$ cat src/rtl/core/lfps_pkg.sv
package lfps_pkg;

    // Configuration register indexes
    localparam logic [2:0] CFG_BASE_SPEED = 3'd0;
    localparam logic [2:0] CFG_TURN_SPEED = 3'd1;
    localparam logic [2:0] CFG_GAIN_P     = 3'd2;
    localparam logic [2:0] CFG_GAIN_I     = 3'd3;
    localparam logic [2:0] CFG_GAIN_D     = 3'd4;

    localparam logic [7:0]         RST_BASE_SPEED = 8'd0;
    localparam logic [6:0]         RST_TURN_SPEED = 7'd15;
    localparam logic signed [15:0] RST_GAIN_P     = 16'sd1280;
    localparam logic signed [15:0] RST_GAIN_I     = 16'sd256;
    localparam logic signed [15:0] RST_GAIN_D     = 16'sd0;

    localparam logic [7:0] PATTERN_LOST   = 8'hFF;
    localparam logic [7:0] PATTERN_CENTER = 8'hE7;

    localparam logic signed [15:0] STEER_MAX = 16'sh7FFF;
    localparam logic signed [15:0] STEER_MIN = 16'sh8000;

    typedef struct packed {
        logic signed [15:0] p;
        logic signed [15:0] i;
        logic signed [15:0] d;
    } t_gains;

    // Command side info carried beside the PID operands
    typedef struct packed {
        logic [7:0]         speed;
        logic               turning;
        logic               use_pid;
        logic signed [15:0] fixed_steer;
    } t_cmd;

    typedef struct packed {
        logic signed [3:0] err;
        logic signed [4:0] diff;
    } t_pid_ops;

    typedef struct packed {
        logic              hit;
        logic signed [3:0] err;
    } t_map;

    function automatic t_map map_pattern(input logic [7:0] b);
        t_map m;
        m.hit = 1'b1;
        case (b)
            8'hE7:   m.err = 4'sd0;
            8'hEF:   m.err = 4'sd1;
            8'hCF:   m.err = 4'sd2;
            8'hDF:   m.err = 4'sd3;
            8'h9F:   m.err = 4'sd4;
            8'hBF:   m.err = 4'sd5;
            8'h3F:   m.err = 4'sd6;
            8'h7F:   m.err = 4'sd7;
            8'hF7:   m.err = -4'sd1;
            8'hF3:   m.err = -4'sd2;
            8'hFB:   m.err = -4'sd3;
            8'hF9:   m.err = -4'sd4;
            8'hFD:   m.err = -4'sd5;
            8'hFC:   m.err = -4'sd6;
            8'hFE:   m.err = -4'sd7;
            default: begin
                m.hit = 1'b0;
                m.err = 4'sd0;
            end
        endcase
        return m;
    endfunction

endpackage

$ cat src/rtl/core/lfps_pid_pipe.sv
module lfps_pid_pipe #(
    parameter int SUM_WIDTH = 16
) (
    input  logic                        i_clk,
    input  logic                        i_rst_n,
    input  logic                        i_valid,
    output logic                        o_ready,
    input  lfps_pkg::t_pid_ops          i_ops,
    input  logic signed [SUM_WIDTH-1:0] i_sum,
    input  lfps_pkg::t_cmd              i_cmd,
    input  lfps_pkg::t_gains            i_gains,
    output logic                        o_valid,
    input  logic                        i_ready,
    output logic [7:0]                  o_speed,
    output logic signed [15:0]          o_steer,
    output logic                        o_turning
);
    import lfps_pkg::*;

    localparam int AW = SUM_WIDTH + 18;
    localparam logic signed [AW-1:0] Q_MAX = AW'(STEER_MAX);
    localparam logic signed [AW-1:0] Q_MIN = AW'(STEER_MIN);

    // stage a: products
    logic                          r_a_valid;
    t_cmd                          r_a_cmd;
    logic signed [19:0]            r_prod_p;
    logic signed [SUM_WIDTH+15:0]  r_prod_i;
    logic signed [20:0]            r_prod_d;
    // stage b: sum of products
    logic                          r_b_valid;
    t_cmd                          r_b_cmd;
    logic signed [AW-1:0]          r_acc;
    // stage c: result
    logic                          r_c_valid;
    logic [7:0]                    r_speed;
    logic signed [15:0]            r_steer;
    logic                          r_turning;

    logic                 w_ready_a;
    logic                 w_ready_b;
    logic                 w_ready_c;
    logic signed [AW-1:0] w_adj;
    logic signed [AW-1:0] w_q;
    logic signed [15:0]   w_pid_steer;

    assign w_ready_c = !r_c_valid || i_ready;
    assign w_ready_b = !r_b_valid || w_ready_c;
    assign w_ready_a = !r_a_valid || w_ready_b;
    assign o_ready   = w_ready_a;

    // truncate toward zero: bias negatives by 255 before the shift
    assign w_adj = r_acc + $signed({{(AW-8){1'b0}}, {8{r_acc[AW-1]}}});
    assign w_q   = w_adj >>> 8;

    always_comb begin
        if (w_q > Q_MAX) begin
            w_pid_steer = STEER_MAX;
        end else if (w_q < Q_MIN) begin
            w_pid_steer = STEER_MIN;
        end else begin
            w_pid_steer = w_q[15:0];
        end
    end

    always_ff @(posedge i_clk) begin
        if (!i_rst_n) begin
            r_a_valid <= 1'b0;
            r_b_valid <= 1'b0;
            r_c_valid <= 1'b0;
        end else begin
            if (w_ready_a) begin
                r_a_valid <= i_valid;
            end
            if (w_ready_b) begin
                r_b_valid <= r_a_valid;
            end
            if (w_ready_c) begin
                r_c_valid <= r_b_valid;
            end
        end
    end

    always_ff @(posedge i_clk) begin
        if (w_ready_a && i_valid) begin
            r_a_cmd  <= i_cmd;
            r_prod_p <= i_gains.p * i_ops.err;
            r_prod_i <= i_gains.i * i_sum;
            r_prod_d <= i_gains.d * i_ops.diff;
        end
        if (w_ready_b && r_a_valid) begin
            r_b_cmd <= r_a_cmd;
            r_acc   <= AW'(r_prod_p) + AW'(r_prod_i) + AW'(r_prod_d);
        end
        if (w_ready_c && r_b_valid) begin
            r_speed   <= r_b_cmd.speed;
            r_turning <= r_b_cmd.turning;
            r_steer   <= r_b_cmd.use_pid ? w_pid_steer : r_b_cmd.fixed_steer;
        end
    end

    assign o_valid   = r_c_valid;
    assign o_speed   = r_speed;
    assign o_steer   = r_steer;
    assign o_turning = r_turning;

endmodule

$ cat src/rtl/core/line_follow_pid_steering_core.sv
// Line-follower PID steering core. Each transfer on the sensor stream carries one
// active-low sensor byte (bit 7 leftmost, 0 = line seen) and yields exactly one
// command transfer on the master side. The core takes one sensor byte per clock
// and keeps that rate for as long as results are taken; the result of a byte
// passes in turn through the input register, state update, products, product sum
// and truncate/saturate registers. The loop that sets the rate is the state
// update stage: pattern lookup, error and integral update with saturation, and
// edge/turn mode bookkeeping, all combinational and registered with the byte, so the next byte sees it.
// Each of the five registers along the path holds one item, so input transfers continue
// while an output waits, until the pipe is full. Gains are signed Q8.8; steer is the
// PID sum shifted right by 8 (toward zero) and saturated to 16 bits. Write
// configuration only while the core is idle; writes to unknown indexes are
// accepted and dropped.
module line_follow_pid_steering_core #(
    parameter int SUM_WIDTH = 16
) (
    input  logic        i_clk,
    input  logic        i_rst_n,
    // sensor stream
    input  logic        i_s_tvalid,
    output logic        o_s_tready,
    input  logic [7:0]  i_s_tdata,   // [7:0] sensor_bits
    // command stream
    output logic        o_m_tvalid,
    input  logic        i_m_tready,
    output logic [23:0] o_m_tdata,   // [7:0] drive_speed, [23:8] steer
    output logic [0:0]  o_m_tuser,   // [0] turning
    // configuration writes
    input  logic        i_cfg_valid,
    output logic        o_cfg_ready,
    input  logic [2:0]  i_cfg_index,
    input  logic [15:0] i_cfg_data
);
    import lfps_pkg::*;

    // integral saturation limits, one bit wider than the sum
    localparam logic signed [SUM_WIDTH:0] SUM_MAX = {2'b00, {(SUM_WIDTH-1){1'b1}}};
    localparam logic signed [SUM_WIDTH:0] SUM_MIN = {2'b11, {(SUM_WIDTH-1){1'b0}}};

    // configuration
    logic [7:0] r_base_speed;
    logic [6:0] r_turn_speed;
    t_gains     r_gains;

    // controller state
    logic signed [3:0]           r_pos_err;
    logic signed [3:0]           r_prev_err;
    logic signed [SUM_WIDTH-1:0] r_err_sum;
    logic                        r_last_left;
    logic                        r_turn_mode;

    logic signed [3:0]           n_pos_err;
    logic signed [3:0]           n_prev_err;
    logic signed [SUM_WIDTH-1:0] n_err_sum;
    logic                        n_last_left;
    logic                        n_turn_mode;

    // input register
    logic       r_in_valid;
    logic [7:0] r_in_sensor;

    // operand register feeding the PID pipe
    logic                        r_op_valid;
    t_cmd                        r_cmd;
    t_pid_ops                    r_ops;
    logic signed [SUM_WIDTH-1:0] r_sum;
    t_cmd                        n_cmd;
    t_pid_ops                    n_ops;

    logic                        w_pipe_ready;
    logic                        w_op_ready;
    logic                        w_advance;
    t_map                        w_map;
    logic signed [SUM_WIDTH-1:0] w_sum_base;
    logic signed [SUM_WIDTH:0]   w_sum_wide;
    logic signed [15:0]          w_turn_steer;
    logic [7:0]                  w_speed;
    logic signed [15:0]          w_steer;
    logic                        w_turning;

    assign o_cfg_ready = 1'b1;

    always_ff @(posedge i_clk) begin
        if (!i_rst_n) begin
            r_base_speed <= RST_BASE_SPEED;
            r_turn_speed <= RST_TURN_SPEED;
            r_gains.p    <= RST_GAIN_P;
            r_gains.i    <= RST_GAIN_I;
            r_gains.d    <= RST_GAIN_D;
        end else if (i_cfg_valid) begin
            case (i_cfg_index)
                CFG_BASE_SPEED: r_base_speed <= i_cfg_data[7:0];
                CFG_TURN_SPEED: r_turn_speed <= i_cfg_data[6:0];
                CFG_GAIN_P:     r_gains.p    <= i_cfg_data;
                CFG_GAIN_I:     r_gains.i    <= i_cfg_data;
                CFG_GAIN_D:     r_gains.d    <= i_cfg_data;
                default:        ;
            endcase
        end
    end

    // handshake chain: each stage frees when empty or moving on
    assign w_op_ready = !r_op_valid || w_pipe_ready;
    assign o_s_tready = !r_in_valid || w_op_ready;
    assign w_advance  = r_in_valid && w_op_ready;

    assign w_map        = map_pattern(r_in_sensor);
    assign w_turn_steer = r_last_left ? $signed({9'd0, r_turn_speed})
                                      : -$signed({9'd0, r_turn_speed});

    // state update for the byte in the input register
    always_comb begin
        n_pos_err   = r_pos_err;
        n_prev_err  = r_prev_err;
        n_err_sum   = r_err_sum;
        n_last_left = r_last_left;
        n_turn_mode = r_turn_mode;
        w_sum_base  = r_err_sum;
        w_sum_wide  = '0;
        w_speed     = r_base_speed;
        w_steer     = '0;
        w_turning   = 1'b0;
        n_ops.err   = r_pos_err;
        n_ops.diff  = '0;

        if (r_turn_mode) begin
            // spinning in place; a centre sensor ends the search
            w_speed = '0;
            w_steer = w_turn_steer;
            if (!r_in_sensor[4] || !r_in_sensor[3]) begin
                n_turn_mode = 1'b0;
            end
            w_turning = n_turn_mode;
        end else if (r_in_sensor == PATTERN_LOST) begin
            n_turn_mode = 1'b1;
            n_err_sum   = '0;
            w_turning   = 1'b1;
        end else begin
            if (w_map.hit) begin
                n_pos_err = w_map.err;
            end
            if (r_in_sensor == PATTERN_CENTER) begin
                w_sum_base = '0;
            end
            if (!r_in_sensor[7]) begin
                n_last_left = 1'b1;
            end else if (!r_in_sensor[0]) begin
                n_last_left = 1'b0;
            end
            w_sum_wide = (SUM_WIDTH+1)'(w_sum_base) + (SUM_WIDTH+1)'(n_pos_err);
            if (w_sum_wide > SUM_MAX) begin
                n_err_sum = SUM_MAX[SUM_WIDTH-1:0];
            end else if (w_sum_wide < SUM_MIN) begin
                n_err_sum = SUM_MIN[SUM_WIDTH-1:0];
            end else begin
                n_err_sum = w_sum_wide[SUM_WIDTH-1:0];
            end
            n_ops.err  = n_pos_err;
            n_ops.diff = 5'(n_pos_err) - 5'(r_prev_err);
            n_prev_err = n_pos_err;
        end

        n_cmd.speed       = w_speed;
        n_cmd.turning     = w_turning;
        n_cmd.use_pid     = !r_turn_mode && (r_in_sensor != PATTERN_LOST);
        n_cmd.fixed_steer = w_steer;
    end

    always_ff @(posedge i_clk) begin
        if (!i_rst_n) begin
            r_in_valid  <= 1'b0;
            r_op_valid  <= 1'b0;
            r_pos_err   <= '0;
            r_prev_err  <= '0;
            r_err_sum   <= '0;
            r_last_left <= 1'b0;
            r_turn_mode <= 1'b0;
        end else begin
            if (o_s_tready) begin
                r_in_valid <= i_s_tvalid;
            end
            if (w_op_ready) begin
                r_op_valid <= r_in_valid;
            end
            if (w_advance) begin
                r_pos_err   <= n_pos_err;
                r_prev_err  <= n_prev_err;
                r_err_sum   <= n_err_sum;
                r_last_left <= n_last_left;
                r_turn_mode <= n_turn_mode;
            end
        end
    end

    always_ff @(posedge i_clk) begin
        if (o_s_tready && i_s_tvalid) begin
            r_in_sensor <= i_s_tdata;
        end
        if (w_advance) begin
            r_cmd <= n_cmd;
            r_ops <= n_ops;
            r_sum <= n_err_sum;
        end
    end

    lfps_pid_pipe #(
        .SUM_WIDTH (SUM_WIDTH)
    ) u_pid_pipe (
        .i_clk     (i_clk),
        .i_rst_n   (i_rst_n),
        .i_valid   (r_op_valid),
        .o_ready   (w_pipe_ready),
        .i_ops     (r_ops),
        .i_sum     (r_sum),
        .i_cmd     (r_cmd),
        .i_gains   (r_gains),
        .o_valid   (o_m_tvalid),
        .i_ready   (i_m_tready),
        .o_speed   (o_m_tdata[7:0]),
        .o_steer   (o_m_tdata[23:8]),
        .o_turning (o_m_tuser[0])
    );

endmodule
$ cat config.mk
export PLATFORM = sky130hd
export DESIGN_NAME = line_follow_pid_steering_core
export DESIGN_NICKNAME = d
export VERILOG_FILES = /design/src/rtl/core/lfps_pkg.sv /design/src/rtl/core/lfps_pid_pipe.sv /design/src/rtl/core/line_follow_pid_steering_core.sv
export SDC_FILE = /design/constraint.sdc
export NUM_CORES = 2
export LEC_CHECK = 0
export BUFFER_PORTS_ARGS = -buffer_cell sky130_fd_sc_hd__clkbuf_2
export CAP_MARGIN = 20
export CORE_MARGIN = 2
export CORE_UTILIZATION = 65
export DETAILED_ROUTE_END_ITERATION = 6
export PLACE_DENSITY = 0.82
export SYNTH_ARGS = -nofsm -noshare
export SYNTH_HDL_FRONTEND = slang
export SYNTH_SLANG_ARGS = --single-unit
$ cat constraint.sdc
create_clock -name i_clk -period 8.3 [get_ports i_clk]
set_input_delay 1.245 -clock i_clk [delete_from_list [all_inputs] [get_ports i_clk]]
set_output_delay 1.245 -clock i_clk [all_outputs]
set_load 0.05 [all_outputs]
* Yosys cells after proc, flatten, opt, wreduce, memory -nomap -nowiden
Cells that the tools add are included.
Word-level totals: bits in registers 333, input bits 32, output and inout port bits 28, logic and storage cells 129
Cells by class: add/subtract/negate cells 6, multiply operators 3, magnitude comparators 4, equal/unequal tests 22, muxes and demuxes 23, bitwise logic cells 2, reduce and logical (&&, ||, !) cells 31
Operators with widths (number):
- $mux 16 | 10
- $eq 8x8->1 const B | 14
- $pmux 4 s14 | 1
- $add 33x21->34 | 1
- $add 34x9->34 | 1
- $add 20x32->33 | 1
- $mul 16x16->32 | 1
- $gt 26x16->1 const B | 1
- $lt 26x16->1 const B | 1
- $mul 16x5->21 | 1
- $mul 16x4->20 | 1
- $mux 9 | 2
- $add 16x4->17 | 1
- $gt 17x16->1 const B | 1
- $lt 17x16->1 const B | 1
- $neg 7->16 | 1
- $reduce_or 15->1 | 1
- $mux 4 | 3
- $reduce_and 2->1 | 5
- $eq 8x6->1 const B | 1
- $eq 8x7->1 const B | 1
- $logic_not 1->1 | 8
- $ne 8x8->1 const B | 1
- $mux 7 | 1
- other kinds (13) | 31

* Logic depth before layout (Yosys ltp)
depth in word-level cells 12, depth in mapped cells 23, gate-level depth less buffers 22

* Modules after synthesis
Synthesis repeated with hierarchy kept, for this count alone.
Unflattened totals: cells, all modules 3096, area, all modules 30947.2 um2
By module, submodules not included:
- lfps_pid_pipe | instances 1, cells an instance 2298, area an instance 23716.5 um2, sequential area each 5585.4 um2
- line_follow_pid_steering_core | instances 1, cells an instance 798, area an instance 7230.7 um2, sequential area each 3423.3 um2

* Worst setup path after synthesis
Ideal clock, no wire load.
path type input -> register, start input i_m_tready, end register u_pid_pipe.r_a_cmd[0] (netlist bit), enable pin, setup time 0.562 ns, arrival 5.877 ns, data required time 7.738 ns, slack 1.861 ns, stages 4, path buffers 1, cell sequence nor2b_1 > and3_1 > clkbuf_1 > nor2b_1
On the way: cells in the longest elaborated chain, start to end 4
Ends and longest elaborated chain:
- from (decl) | line line_follow_pid_steering_core.sv:25 | input logic i_m_tready,
- $logic_or 1x1->1 | line lfps_pid_pipe.sv:47 | assign w_ready_c = !r_c_valid || i_ready;
- $logic_or 1x1->1 | line lfps_pid_pipe.sv:48 | assign w_ready_b = !r_b_valid || w_ready_c;
- $logic_or 1x1->1 | line lfps_pid_pipe.sv:49 | assign w_ready_a = !r_a_valid || w_ready_b;
- $logic_and 1x1->1 | line lfps_pid_pipe.sv:85 | if (w_ready_a && i_valid) begin
- to (signal assigned) | line lfps_pid_pipe.sv:86 | r_a_cmd <= i_cmd;
- to (decl) | line lfps_pid_pipe.sv:26 | t_cmd r_a_cmd;
No other way between the ends. A chain may end at the register's enable or synchronous reset.

* Final worst setup path
start register r_sum[4], end register u_pid_pipe.r_prod_i[29], data pin
On the way: cells in the longest elaborated chain, start to end 1
Ends and longest elaborated chain:
- from (decl) | line line_follow_pid_steering_core.sv:66 | logic signed [SUM_WIDTH-1:0] r_sum;
- from (signal assigned) | line line_follow_pid_steering_core.sv:202 | r_sum <= n_err_sum;
- $mul 16x16->32 | line lfps_pid_pipe.sv:88 | r_prod_i <= i_gains.i * i_sum;
- to (signal assigned) | line lfps_pid_pipe.sv:88
- to (decl) | line lfps_pid_pipe.sv:28 | logic signed [SUM_WIDTH+15:0] r_prod_i;
No other way between the ends.

==> results by group <==
Synthesis
  – Top cell type's share of synthesized area: 25.3%
  – Ys flop type: edfxtp_1
  – Post-synthesis compound-gate area fraction: 9.62%
  – Mapped cell area: 0.0301 sq mm
  – Yosys reg bits: 324
  – Top cells by count, synth: 453 x inv_1, 387 x nand2_1, 380 x fa_1
  – Yosys cell types: 100
  – Post-Synth Adder-Cell Area: 34.4%
  – Area leader, netlist: fa_1
  – Syn Area/Cell: 10.1 sq um
  – Mux share of post-synthesis cell area: 0.237%
  – Top post-synthesis cells by area: fa_1 25%, edfxtp_1 23%, ha_1 9.0%
  – Register area share after synthesis: 29.3%
  – Yosys warns: 0
  – EDFF count, synth: 234
  – Share of flip-flops with an asynchronous set or reset: 0%
  – Mapped Cells: 2996
  – Most frequent cell after synthesis: inv_1
  – Post-Synth Simple-Gate Area: 15.6%
  – Synth Area in XOR/XNOR: 3.75%
  – Largest family of logic cells by synthesized area: adder cells
  – Syn Nets: 3624

CTS
  – Clk buf depth: 3
  – CTS Sinks: 324
  – TritonCTS clock tree: built
  – H-tree Lvls: 2
  – Num CTS Buffers: 36
  – Latest clock arrival within the worst-skew pair: 0.55 ns
  – Postcts setup bufs: 0
  – CTS resizes: 0
  – Post-cts hold buffer count: 0
  – Clock-pin slew on the worst setup and hold paths: 0.06 ns
  – Root buf cell: clkbuf_16

Timing
  – Final slew viol count: 0
  – Skew final: 0.0191 ns
  – Final Critical Period: 6.82 ns
  – Worst setup margin: 1.48 ns
  – Measured slew at the worst slew-check pin: 1.12 ns
  – Fmax: 0.147 GHz
  – Final setup viols: 0
  – Final setup TNS: 0 ns
  – Max-slew headroom: 25.2%
  – Fin crit share: 82.2%
  – Endpoints failing hold: 0
  – RSZ-0062 raised after global routing: false

Min path
  – Hold endpoint: u_pid_pipe.r_a_cmd[13]$_DFFE_PP_
  – Worst min-delay path startpoint: r_cmd[13]$_SDFFCE_PP0P_
  – Hold path cells: 0
  – Worst Hold Class: reg2reg

Floorplan
  – Starting Density: 66.1%
  – Die area: 0.0481 sq mm
  – Chip width: 219 um
  – # IOs: 60
  – Die height: 219 um
  – Core ar.: 0.0456 sq mm
  – Placement Rows: 78

Setup path
  – CP Class: reg2reg
  – WP data required: 8.59 ns
  – Critical path arrival: 7.11 ns
  – Origin of the critical flop-to-flop path: r_sum[4]$_DFFE_PP_
  – CP endpoint kind: register
  – Cells on worst reg2reg path: 18
  – CP max FO: 16
  – Worst r2r dst: u_pid_pipe.r_prod_i[29]$_DFFE_PP_
  – Worst setup SP type: register
  – Register-to-register setup slack: 1.48 ns

Finish
  – Post-layout nets: 3627
  – Fin cells: 3626
  – ANT cells: 0
  – Multi-input gate area: 0.0192 sq mm
  – Final instance area: 0.0320 sq mm
  – Fillers: 3273
  – Share of cells above drive strength 1: 5.55%
  – Register area: 0.00883 sq mm
  – Layout Area Growth over Synthesis: 6.37%

GRT
  – First-pass GRT wire length: 113 mm
  – GR Util All Layers: 30.0%
  – Vias in the first global route: 22200
  – Largest net degree at the start of global routing: 87
  – Initial antenna violation count: 1
  – Grt ovf: 0

Power
  – Peak VDD IR: 171 uV
  – Pwr/cell area: 164 mW/mm^2
  – Pleak: 14.6 nW

Placed design
  – Port bufs: 58
  – Hpwl dp: 53.6 mm
  – Pre-CTS setup slack: 1.53 ns
  – GPL Wtd Cong: 0.917
  – Cell Area, Placed: 0.0308 sq mm
  – Dpl cells: 3561

Drt
  – Final wirelength: 68.4 mm
  – Antenna-violating nets left: 0
  – DR WL/cell: 18.9 um
  – DR iter-0 viols: 1676
  – Vias/cell: 5.86
  – Via count: 21200
  – DRT Pass-1 Iters: 5
  – DRC: 0

Run
  – Max-Cap Viols: 0

Run status
  – Status: finished clean
[sequential cells by signal (all words and copies together) (netlist names), 16 cells and up]
register and cells:
u_pid_pipe.o_steer 16, u_pid_pipe.r_acc 34, r_sum 16, r_err_sum 16, r_cmd 23, r_gains 48, u_pid_pipe.r_a_cmd 23, u_pid_pipe.r_prod_p 20
u_pid_pipe.r_prod_d 21, u_pid_pipe.r_b_cmd 23, u_pid_pipe.r_prod_i 32
[layout by cell type, fill, tap and decap left out, drive strengths merged, types with 44 or more instances in the layout]
| cell type | instances |
|---|---|
| nand2 | 387 |
| xnor2 | 90 |
| nand2b | 45 |
| and2 | 182 |
| nor2b | 44 |
| dfxtp | 90 |
| a21oi | 145 |
| o21ai | 59 |
| nand3 | 47 |
| ha | 216 |
| fa | 380 |
| nor2 | 102 |
| edfxtp | 234 |
| clkbuf | 109 |
| inv | 456 |
[power by group]
group	total [W]	switching (W)	leakage [nW]	internal, W
Clock	0.00162	0.000642	0.590	0.000982
Sequential	0.00200	0.000118	2.90	0.00188
Combinational	0.00163	0.000948	11.1	0.000683
Total	0.00525	0.00171	14.6	0.00355
[worst max-delay path: stages, from the launching register on]
cell	delay [ns]
edfxtp_1	0.70
nand2_1	0.28
fa_1	0.59
inv_1	0.10
fa_1	1.03
fa_1	0.55
fa_1	0.48
fa_1	0.55
inv_1	0.05
fa_1	0.53
inv_1	0.04
ha_1	0.38
nand2_1	0.12
o21ai_0	0.10
o41ai_1	0.32
nand3_1	0.19
a41oi_1	0.28
nor2b_1	0.19
xnor2_1	0.08
[how the worst max path moves through the flow]
stage | slack [ns] | endpoint | from
finish | 1.48 | u_pid_pipe.r_prod_i[29]$_DFFE_PP_ | r_sum[4]$_DFFE_PP_
global route | 1.12 | u_pid_pipe.r_prod_i[31]$_DFFE_PP_ | r_sum[1]$_DFFE_PP_
CTS | 1.54 | u_pid_pipe.r_prod_i[29]$_DFFE_PP_ | r_sum[4]$_DFFE_PP_
detailed placement | 1.53 | u_pid_pipe.r_prod_i[29]$_DFFE_PP_ | r_sum[4]$_DFFE_PP_
global placement | 1.75 | u_pid_pipe.r_prod_i[29]$_DFFE_PP_ | r_sum[1]$_DFFE_PP_
floorplan | 1.86 | u_pid_pipe.r_a_cmd[0]$_DFFE_PP_ | i_m_tready
[logic make-up (layout without fill, tap and decap cells)]
logic type,after synthesis,in the layout
AND/OR/NAND/NOR,948,948
buffers and inverters,556,586
other,1,1
adder cells (fa/ha/maj),602,602
AO/OA/AOI/OAI,429,429
XOR/XNOR,129,129
multiplexers,7,7
flip-flops,324,324
[final cells by class]
| cell class | count | area share [%] |
|---|---|---|
| clock buffers | 51 | 3.28 |
| clock inverters | 14 | 0.523 |
| inverters | 455 | 5.33 |
| multi-input cells | 2116 | 59.9 |
| flip-flops and latches | 324 | 27.5 |
| well taps | 600 | 2.34 |
| repair buffers | 66 | 1.09 |
[stage by stage]
step	utilization, %	power [W]	hold WS, ns
after floorplan	-	0.00326	0.400
after global placement	67.6	0.00357	0.402
final	70.3	0.00525	0.417
after CTS	70.3	0.00527	0.413
after detailed placement	67.6	0.00364	0.405
after global routing	70.3	0.00557	0.424
[routing by layer]
layer,wire [um],up-vias,track usage [%]
met4,2520,2,12.5
met3,4770,151,4.86
met5,11,-,0
met2,32700,794,49.8
met1,28400,10500,39.3
li1,-,9813,-
Power figures use the tool's default switching activity.
